### config.mk
export PLATFORM = sky130hd
export DESIGN_NAME = booth_signed_multiplier
export DESIGN_NICKNAME = d
export VERILOG_FILES = /design/src/rtl/bsm_pkg.sv /design/src/rtl/bsm_stage.sv /design/src/rtl/booth_signed_multiplier.sv
export SDC_FILE = /design/constraint.sdc
export NUM_CORES = 1
export LEC_CHECK = 0
export CAP_MARGIN = 10
export CORE_MARGIN = 2
export CORE_UTILIZATION = 55
export CTS_CLUSTER_SIZE = 30
export DETAILED_ROUTE_END_ITERATION = 8
export DONT_BUFFER_PORTS = 1
export PLACE_DENSITY = 0.73
export SYNTH_ARGS = -nofsm -noshare
export SYNTH_HDL_FRONTEND = slang
export SYNTH_HIERARCHICAL = 1
export SYNTH_SLANG_ARGS = --single-unit
### constraint.sdc
create_clock -name clk_i -period 4.3 [get_ports clk_i]
set_clock_uncertainty 0.2 [all_clocks]
set_input_delay 0 -clock clk_i [delete_from_list [all_inputs] [get_ports clk_i]]
set_output_delay 0 -clock clk_i [all_outputs]
set_load 0.05 [all_outputs]
### src/rtl/bsm_pkg.sv
// shared types, constants and the booth step function of the booth signed multiplier
// no dependencies
package bsm_pkg;

  localparam int OPERAND_BITS    = 8;
  localparam int ACC_BITS        = OPERAND_BITS + 1;
  localparam int PROD_BITS       = 2 * OPERAND_BITS;
  localparam int STEPS_PER_STAGE = 2;
  localparam int NUM_STAGES      = (OPERAND_BITS + STEPS_PER_STAGE - 1) / STEPS_PER_STAGE;
  localparam int IN_TDATA_BITS   = ((2 * OPERAND_BITS + 7) / 8) * 8;
  localparam int OUT_TDATA_BITS  = ((PROD_BITS + 7) / 8) * 8;

  // working word carried through the pipeline
  typedef struct packed {
    logic [ACC_BITS-1:0]     m;
    logic [ACC_BITS-1:0]     acc;
    logic [OPERAND_BITS-1:0] q;
    logic                    prev;
  } stage_t;

  // one radix-2 recoding step followed by the joint arithmetic shift
  function automatic stage_t booth_step(stage_t s);
    stage_t r;
    logic [ACC_BITS-1:0] acc_n;
    acc_n = s.acc;
    if (s.q[0] && !s.prev) begin
      acc_n = s.acc - s.m;
    end else if (!s.q[0] && s.prev) begin
      acc_n = s.acc + s.m;
    end
    r.m    = s.m;
    r.prev = s.q[0];
    r.q    = {acc_n[0], s.q[OPERAND_BITS-1:1]};
    r.acc  = {acc_n[ACC_BITS-1], acc_n[ACC_BITS-1:1]};
    return r;
  endfunction

endpackage

### src/rtl/bsm_stage.sv
// one pipeline stage of the booth signed multiplier: STEPS_PER_STAGE booth steps and a register
// depends on bsm_pkg
module bsm_stage (
  input  logic                                   clk_i,
  input  logic                                   rst_ni,
  input  logic                                   in_valid_i,
  output logic                                   in_ready_o,
  input  bsm_pkg::stage_t                        in_data_i,
  input  logic [bsm_pkg::STEPS_PER_STAGE-1:0]    step_en_i,
  output logic                                   out_valid_o,
  input  logic                                   out_ready_i,
  output bsm_pkg::stage_t                        out_data_o
);

  logic            valid_q;
  bsm_pkg::stage_t data_q;
  bsm_pkg::stage_t data_d;

  always_comb begin
    data_d = in_data_i;
    for (int k = 0; k < bsm_pkg::STEPS_PER_STAGE; k++) begin
      if (step_en_i[k]) begin
        data_d = bsm_pkg::booth_step(data_d);
      end
    end
  end

  assign in_ready_o = !valid_q || out_ready_i;

  always_ff @(posedge clk_i or negedge rst_ni) begin
    if (!rst_ni) begin
      valid_q <= 1'b0;
    end else if (in_ready_o) begin
      valid_q <= in_valid_i;
    end
  end

  always_ff @(posedge clk_i) begin
    if (in_ready_o && in_valid_i) begin
      data_q <= data_d;
    end
  end

  assign out_valid_o = valid_q;
  assign out_data_o  = data_q;

endmodule

### src/rtl/booth_signed_multiplier.sv
// top level of the booth signed multiplier: operand unpacking, stage chain, product packing
// depends on bsm_pkg and bsm_stage
//
// usage
//   slave channel s_axis_*: one item per handshake carries both factors
//   master channel m_axis_*: one item per input item carries the signed product
//   the eight booth steps are split over a chain of registered stages, two steps
//   per stage, so the default build has four stages
//   an accepted item passes through every stage register in order before m_axis_tvalid
//   throughput: one item per cycle while the receiver does not stall, set by the stage
//   chain where each stage holds one item
//   each stage takes a new item when it is empty or its successor takes its own,
//   so bubbles close up while the receiver stalls; s_axis_tready drops only
//   when every stage holds an item and m_axis_tready is low
//   the last stage register is the output register; a stalled product holds
//   reset: all stage valid bits clear, no item is in flight, the block is ready
//   at once; nothing is kept between items
module booth_signed_multiplier (
  input  logic                               clk_i,
  input  logic                               rst_ni,
  input  logic                               s_axis_tvalid,
  output logic                               s_axis_tready,
  // fields from bit 0: multiplicand (8, signed), multiplier (8, signed)
  input  logic [bsm_pkg::IN_TDATA_BITS-1:0]  s_axis_tdata,
  output logic                               m_axis_tvalid,
  input  logic                               m_axis_tready,
  // fields from bit 0: product (16, signed)
  output logic [bsm_pkg::OUT_TDATA_BITS-1:0] m_axis_tdata
);

  logic [bsm_pkg::OPERAND_BITS-1:0] multiplicand;
  logic [bsm_pkg::OPERAND_BITS-1:0] multiplier;
  logic [bsm_pkg::PROD_BITS-1:0]    product;

  // stage handshake and data chain, index 0 is the input side
  logic            valid_s [bsm_pkg::NUM_STAGES+1];
  logic            ready_s [bsm_pkg::NUM_STAGES+1];
  bsm_pkg::stage_t data_s  [bsm_pkg::NUM_STAGES+1];

  assign multiplicand = s_axis_tdata[bsm_pkg::OPERAND_BITS-1:0];
  assign multiplier   = s_axis_tdata[2*bsm_pkg::OPERAND_BITS-1:bsm_pkg::OPERAND_BITS];

  // initial working word: sign-extended multiplicand, clear accumulator and extra bit
  always_comb begin
    data_s[0].m    = {multiplicand[bsm_pkg::OPERAND_BITS-1], multiplicand};
    data_s[0].acc  = '0;
    data_s[0].q    = multiplier;
    data_s[0].prev = 1'b0;
  end

  assign valid_s[0]    = s_axis_tvalid;
  assign s_axis_tready = ready_s[0];

  for (genvar s = 0; s < bsm_pkg::NUM_STAGES; s++) begin : g_stage
    logic [bsm_pkg::STEPS_PER_STAGE-1:0] step_en;

    // the last stage may carry fewer steps when the operand width is odd
    for (genvar k = 0; k < bsm_pkg::STEPS_PER_STAGE; k++) begin : g_en
      assign step_en[k] = ((s * bsm_pkg::STEPS_PER_STAGE + k) < bsm_pkg::OPERAND_BITS);
    end

    bsm_stage u_stage (
      .clk_i       (clk_i),
      .rst_ni      (rst_ni),
      .in_valid_i  (valid_s[s]),
      .in_ready_o  (ready_s[s]),
      .in_data_i   (data_s[s]),
      .step_en_i   (step_en),
      .out_valid_o (valid_s[s+1]),
      .out_ready_i (ready_s[s+1]),
      .out_data_o  (data_s[s+1])
    );
  end

  assign ready_s[bsm_pkg::NUM_STAGES] = m_axis_tready;
  assign m_axis_tvalid                = valid_s[bsm_pkg::NUM_STAGES];

  // product is the low accumulator bits above the shifted-out multiplier bits
  assign product = {data_s[bsm_pkg::NUM_STAGES].acc[bsm_pkg::OPERAND_BITS-1:0],
                    data_s[bsm_pkg::NUM_STAGES].q};

  always_comb begin
    m_axis_tdata                            = '0;
    m_axis_tdata[bsm_pkg::PROD_BITS-1:0]    = product;
  end

  // back pressure reaches the input only with a full chain and a stalled receiver
  assert property (@(posedge clk_i) disable iff (!rst_ni)
    !s_axis_tready |-> (m_axis_tvalid && !m_axis_tready))
    else $error("input stalled while the stage chain could move");

  // an accepted item is held by the first stage in the next cycle
  assert property (@(posedge clk_i) disable iff (!rst_ni)
    (s_axis_tvalid && s_axis_tready) |=> valid_s[1])
    else $error("accepted item lost at the first stage");

  // the most negative product is above -2^(2n-2), so negative products keep the next bit set
  assert property (@(posedge clk_i) disable iff (!rst_ni)
    (m_axis_tvalid && product[bsm_pkg::PROD_BITS-1]) |-> product[bsm_pkg::PROD_BITS-2])
    else $error("product outside the signed range of the factors");

endmodule

---- Word-level counts from Yosys, hierarchy flattened ----
Cells that the tools add are included.
storage, ports and cells
  memories ................................ 0
  RAM bits ................................ 0
  ROM bits ................................ 0
  output and inout port bits .............. 18
  input port bits ......................... 20
  bits in registers ....................... 95
  latch bits .............................. 0
cells by class
  shifts and indexed selects .............. 0
  reductions and logical operators ........ 37
  $lt $le $gt $ge ......................... 0
  eq/ne operators ......................... 0
  mux-type cells .......................... 15
  div/mod/pow operators ................... 0
  bitwise gates (word level) .............. 0
  add/subtract/negate cells ............... 15
  multiply operators ...................... 0
operators with widths
  cell                   number
  $mux W9                15
  $add A8 B8 Y9          7
  $sub A8 B8 Y9          7
  $logic_and A1 B1 Y1    18
  $logic_not A1 Y1       15
  $sub A1 B8 Y9 const A  1
  $logic_or A1 B1 Y1     4

---- Depth between registers and ports, before layout ----
Gate-level depths: netlist of the first run.
  depth in word-level cells ............... 7
  mapped depth ............................ 21
  gate-level depth less buffers ........... 21

---- Modules after synthesis ----
The synthesis of the first run kept the hierarchy.
by module, submodules not included
  module                          cells an instance  area each (um^2)  seq. area each (um^2)  instances
  bsm_stage (g_stage[1].u_stage)  366                3248.1            835.8                  1
  bsm_stage (g_stage[2].u_stage)  361                3199.3            835.8                  1
  bsm_stage (g_stage[3].u_stage)  365                3125.5            835.8                  1
  bsm_stage (g_stage[0].u_stage)  350                3120.5            835.8                  1
  booth_signed_multiplier         2                  7.5               0.0                    1

---- Worst setup path before layout of the first run ----
OpenSTA, ideal clock, no wires.
  path type ............................... flip-flop to flip-flop
  start point ............................. reg g_stage[2].u_stage.data_q, in the netlist g_stage[2].u_stage/out_data_o[9]
  end point ............................... reg, netlist name g_stage[3].u_stage/out_data_o[17]
  arrival time ............................ 3.669 ns
  clock period less this slack ............ 4.127 ns
  buffers on the path ..................... 1
  required time ........................... 3.842 ns
  path slack .............................. 0.173 ns
  cell stages (with the launch flop) ...... 18
  path through ............................ edfxtp_1 inv_1 ha_1 inv_1 fa_1 and3_1 nor2_1 o32ai_1 and2_0 o41ai_1 ha_1 clkbuf_1 a221oi_1 o22ai_1 xor2_1 o22ai_1 nand2_1 xnor2_1
RTL lines
  element                 line             source
  start, declared         bsm_stage.sv:16  bsm_pkg::stage_t data_q;
  start signal, assigned  bsm_stage.sv:40  data_q <= data_d;

==> results of run 1 <==
[path summary, 6_finish.rpt]
kind                                                  start                                end  slack, ns
setup reg to reg           g_stage[1].u_stage/out_data_o[9]  g_stage[2].u_stage/out_data_o[16]       0.15
setup / recovery           g_stage[1].u_stage/out_data_o[9]  g_stage[2].u_stage/out_data_o[16]       0.15
max in group asynchronous                            rst_ni     g_stage[2].u_stage/out_valid_o       3.49
hold / removal                                s_axis_tvalid  g_stage[0].u_stage/out_data_o[24]       0.01
min in group asynchronous                            rst_ni     g_stage[1].u_stage/out_valid_o       0.25
hold reg to reg              g_stage[0].u_stage/out_valid_o     g_stage[1].u_stage/out_valid_o       0.30
[per-layer routing]
metal	GRT usage, %	part of all wire (%)	vias up
met2	48.0	50	387
li1	-	-	5427
met5	0	0	-
met4	9.26	2.7	0
met3	3.02	5.3	70
met1	35.0	42	5270
[report_power, final]
part	internal, mW	leakage, nW	total [mW]	switching [mW]
Combinational	1.28	4.63	2.97	1.69
Clock	0.455	0.146	0.841	0.386
Sequential	1.29	0.980	1.55	0.259
Total	3.03	5.75	5.36	2.33
[worst max-delay path, stage by stage, from the launching register on]
cell	delay, ns
edfxtp_1	0.45
ha_2	0.23
fa_1	0.40
nor2b_1	0.18
o211ai_1	0.24
nand4_1	0.15
a31oi_2	0.24
a311oi_2	0.10
buf_4	0.19
ha_1	0.22
or3b_2	0.49
a31oi_2	0.19
a31oi_1	0.07
xnor2_1	0.19
o22ai_2	0.11
xnor2_1	0.19
a21oi_1	0.08
[state kept, by name, summed over array words and instances (netlist names)]
signal                       count
g_stage.u_stage/out_data_o      97
g_stage.u_stage/out_valid_o      4
[timing repair]
action,4_1_cts,5_1_grt
endpoints found under the setup margin,0,12
hold endpoints to repair,25,0
buffers inserted,0,11
hold buffers,19,0
resized for setup,0,32
[layout by cell type, fill, tap and decap left out, types with 15 or more instances in the layout]
master,instances
ha_1,122
nand2_1,110
inv_1,108
nor2_1,104
edfxtp_1,97
a21oi_1,96
conb_1,69
buf_4,67
o21ai_0,61
mux2i_1,52
nand2b_1,50
nor2b_1,44
nor3_1,28
xnor2_1,27
a31oi_1,22
o221ai_1,21
o22ai_1,20
a21o_1,19
dlygate4sd3_1,19
o211ai_1,18
o21bai_1,18
nand3_1,17
and2_1,16
fa_1,15
[final cells by class]
type,instances,area [µm²]
flip-flops and latches,101,3010
clock inverters,7,73.8
repair buffers,87,721
fillers,1946,8200
multi-input cells,1212,8890
inverters,111,417
well taps,280,350
clock buffers,9,225
[per-stage QoR]
stage	area, µm²	hold slack (ns)	total power, mW	cells
finish	13700	0.0113	5.36	1807
global route	13700	0.0277	5.75	1807
CTS	13400	0.0112	5.18	1795
detailed placement	12900	-0.495	4.32	1760
global placement	12900	-0.496	4.27	1760
floorplan	12600	-0.496	3.70	1494
==> metrics.yaml, run 1 <==
worst_setup_path:
  reg2reg_depth: 16
  worstPathRequired_ns: 4.21
  cp-start-kind: "flop"
  arrival_ns: 4.07
  path_max_fanout: 5
  worstSetupEndpointType: "flop"
  crit_type: "reg2reg"
sta:
  tightestPinTransition_ns: 1.14
  hold_viol: 0
  slew_violations: 0
  slew_headroom_pct: 24.1
  fin_crit_sh_pct: 96.6
  fmax_ghz: 0.241
  setup_tns_ns: 0
  min_period_ns: 4.15
  worst_slack_ns: 0.147
  rsz0062_at_grt: "yes"
  setup_viol: 0
cells_and_area:
  final_util_pct: 62.5
  diodes: 0
  drive_gt1_share_pct: 11.3
  syn2layout_area_growth_pct: 11.0
  nets: 1686
global_route:
  gr-total-overflow: 0
  grt_pass1_vias: 10609
  antenna_found_initial: 0
  grt_start_max_net_pins: 29
  grt_pass1_wl_mm: 53.2
  grt_usage_pct: 27.3
floorplan:
  ioPinCount: 38
  die-height_um: 154
  core_area_mm2: 0.0219
  die_w_um: 154
  rows: 54
  die_area_mm2: 0.0236
  initial_core_util_pct: 56.3
flow_run:
  max_cap_violations: 0
synth:
  yosysWarnings: 6
  syn_area_mm2: 0.0123
  syn_inst: 1427
  synth_area_per_cell_um2: 8.64
routing:
  ant_nets: 0
  vias_per_cell: 6.17
  drtPass1Iterations: 7
  vias: 11154
  drc_errors: 0
  drtIter0Drc: 884
  wire_per_inst_um: 18.1
  wirelength_mm: 32.6
worst_hold_path:
  hold_depth: 2
  hold_class: "in2reg"
power_and_ir_drop:
  p_per_area_mw_per_mm2: 392
  cellLeakagePower_nw: 5.75
  vdd_drop_max_uv: 208
clocking:
  clock_path_buffers: 2
  numClockSinks: 101
  root_buffer: "clkbuf_16"
  clock_latency_ns: 0.36
  cts_tree: "built"
  cts_made_buffers: 9
  path_clk_slew_ns: 0.08
  htree_levels: 3
place:
  post-place-ws_ns: 0.0135
  io_buffer_count: 0
  dp_hpwl_mm: 25.1
  gp_congestion: 0.941
run_status:
  status: "finished clean"
Note: power is estimated with default switching activity, not from simulation.
==> inputs of run 2 (changes only) <==
ABC_AREA = 1   (was default)
==> metrics.yaml, run 2 <==
power_and_ir_drop:
  p_per_area_mw_per_mm2: 374  # was 392 mW/mm²
  vdd_drop_max_uv: 232  # was 208 µV
  p_switching_mw: 2.09  # was 2.33 mW
  pwr-share-clk_pct: 19.7  # was 15.7%
  sequentialPowerShare_pct: 31.4  # was 28.9%
  cellLeakagePower_nw: 6.24  # was 5.75 nW
  p_sw_share_pct: 43.9  # was 43.5%
  pwr-share-comb_pct: 48.9  # was 55.4%
  p_int_mw: 2.68  # was 3.03 mW
worst_setup_path:
  worstSetupEndpointType: "flop"  # unchanged
  path_max_fanout: 5  # unchanged
  crit_type: "reg2reg"  # unchanged
  worstPathRequired_ns: 4.21  # about the same
  cp-start-kind: "flop"  # unchanged
  arrival_ns: 4.02  # was 4.07 ns
synth:
  syn_inst: 1607  # was 1427
  yosysWarnings: 6  # unchanged
  synth_area_per_cell_um2: 7.20  # was 8.64 µm²
  syn_area_mm2: 0.0116  # was 0.0123 mm²
sta:
  tightestPinTransition_ns: 0.523  # was 1.14 ns
  slew_violations: 0  # unchanged
  worst_slack_ns: 0.196  # was 0.147 ns
  hold_viol: 0  # unchanged
  setup_tns_ns: 0  # unchanged
  min_period_ns: 4.10  # was 4.15 ns
  fmax_ghz: 0.244  # was 0.241 GHz
  fin_crit_sh_pct: 95.4  # was 96.6%
  slew_headroom_pct: 64.8  # was 24.1%
  setup_viol: 0  # unchanged
place:
  io_buffer_count: 0  # unchanged
  gp_congestion: 0.960  # was 0.941
  post-place-ws_ns: 0.122  # was 0.0135 ns
  place_inst: 1932  # was 1760
  placed_area_mm2: 0.0121  # was 0.0129 mm²
  dp_hpwl_mm: 23.0  # was 25.1 mm
floorplan:
  die_w_um: 149  # was 154 µm
  rows: 53  # was 54
  die-height_um: 149  # was 154 µm
  core_area_mm2: 0.0208  # was 0.0219 mm²
  initial_core_util_pct: 55.6  # was 56.3%
  die_area_mm2: 0.0222  # was 0.0236 mm²
  ioPinCount: 38  # unchanged
clocking:
  cts_tree: "built"  # unchanged
  clock_path_buffers: 2  # unchanged
  numClockSinks: 101  # unchanged
  htree_levels: 3  # unchanged
  root_buffer: "clkbuf_16"  # unchanged
  clock_latency_ns: 0.35  # was 0.36 ns
  path_clk_slew_ns: 0.07  # was 0.08 ns
  cts_made_buffers: 9  # unchanged
global_route:
  gr-total-overflow: 0  # unchanged
  grt_start_max_net_pins: 28  # was 29
  antenna_found_initial: 0  # unchanged
  grt_usage_pct: 26.1  # was 27.3%
  grt_pass1_vias: 10098  # was 10609
  grt_pass1_wl_mm: 47.2  # was 53.2 mm
cells_and_area:
  nets: 1857  # was 1686
  drive_gt1_share_pct: 8.42  # was 11.3%
  layout_commonest_cell: "nand2_1"  # was ha_1
  fill_cells: 1939  # was 1946
  multi_input_area_mm2: 0.00773  # was 0.00889 mm²
  layout.cells.non_filler: 1973  # was 1807
  syn2layout_area_growth_pct: 10.0  # was 11.0%
  diodes: 0  # unchanged
  fin_area_mm2: 0.0127  # was 0.0137 mm²
  largest_reg_flops: 97  # unchanged
  regArea_mm2: 0.00301  # unchanged
  layout_common_cells: "nand2_1 (358), inv_1 (219), ha_1 (125), o21ai_0 (117), nand3_1 (115)"  # was ha_1 (122), nand2_1 (110), inv_1 (108), nor2_1 (104), edfxtp_1 (97)
routing:
  wire_per_inst_um: 14.5  # was 18.1 µm
  drc_errors: 0  # unchanged
  drtPass1Iterations: 5  # was 7
  vias_per_cell: 5.39  # was 6.17
  ant_nets: 0  # unchanged
  vias: 10631  # was 11154
  drtIter0Drc: 715  # was 884
  wirelength_mm: 28.7  # was 32.6 mm
run_status:
  status: "finished clean"  # unchanged
flow_run:
  max_cap_violations: 0  # unchanged
worst_hold_path:
  hold_class: "in2reg"  # unchanged
## run 2: worst max-delay path, cell delays in order, from the launching register on
cell and delay (ns):
edfxtp_1 0.41, ha_1 0.26, fa_1 0.40, nor2_1 0.11
o21ai_0 0.10, o21ai_0 0.14, inv_1 0.09, a31oi_2 0.23
inv_1 0.17, fa_1 0.48, nand3_1 0.10, nand3_1 0.11
nand2_1 0.08, nand2_1 0.05, a21oi_1 0.19, or2_1 0.17
nand2_1 0.07, a21oi_2 0.14, nand3_1 0.09, nand3_1 0.11
nand2_1 0.06, nand2_1 0.07, nand2_1 0.05
## run 2: area by class of cell
cell class              instances  share of cell area (%)
well taps                     275                    2.70
clock buffers                   9                    1.77
multi-input cells            1284                    60.7
clock inverters                 7                   0.963
flip-flops and latches        101                    23.7
repair buffers                 35                    2.42
inverters                     262                    7.80
## run 2: through the flow
stage	util [%]	hold slack, ns	power [mW]
2_1_floorplan	-	-0.496	3.28
3_3_place_gp	58.2	-0.495	3.71
3_5_place_dp	58.2	-0.496	3.74
4_1_cts	60.7	0.0445	4.70
5_1_grt	61.1	0.0742	5.17
6_report	61.1	0.0545	4.77
## run 2: power groups by stage
stage	sequential, mW	combinational (mW)	clock, mW
finish	1.50	2.33	0.941
global route	1.51	2.66	0.991
CTS	1.50	2.25	0.955
detailed placement	1.52	2.22	0
global placement	1.52	2.19	0
floorplan	1.47	1.81	0
## run 2: routing by layer
metal	global-route usage [%]	part of all wire (%)
met5	0	0
met4	8.43	2.4
met3	3.12	4.2
met2	46.4	49
met1	33.1	44
## run 2: worst paths after layout
| check | to | from | slack (ns) | depth (start not counted) |
|---|---|---|---|---|
| hold reg to reg | g_stage[2].u_stage/out_data_o[20] | g_stage[1].u_stage/out_data_o[20] | 0.32 | 0 |
| setup reg to reg | g_stage[2].u_stage/out_data_o[16] | g_stage[1].u_stage/out_data_o[9] | 0.20 | 22 |
| min in group asynchronous | g_stage[1].u_stage/out_valid_o | rst_ni | 0.27 | 2 |
| setup / recovery | g_stage[2].u_stage/out_data_o[16] | g_stage[1].u_stage/out_data_o[9] | 0.20 | 22 |
| max in group asynchronous | g_stage[3].u_stage/out_valid_o | rst_ni | 3.46 | 2 |
| hold / removal | g_stage[0].u_stage/out_data_o[0] | s_axis_tdata[9] | 0.05 | 3 |
## run 2: repair_timing
item,CTS,global route
setup buffers,0,7
endpoints found under the setup margin,0,10
hold endpoints to repair,45,0
gates resized for setup,0,11
hold buffers,18,0
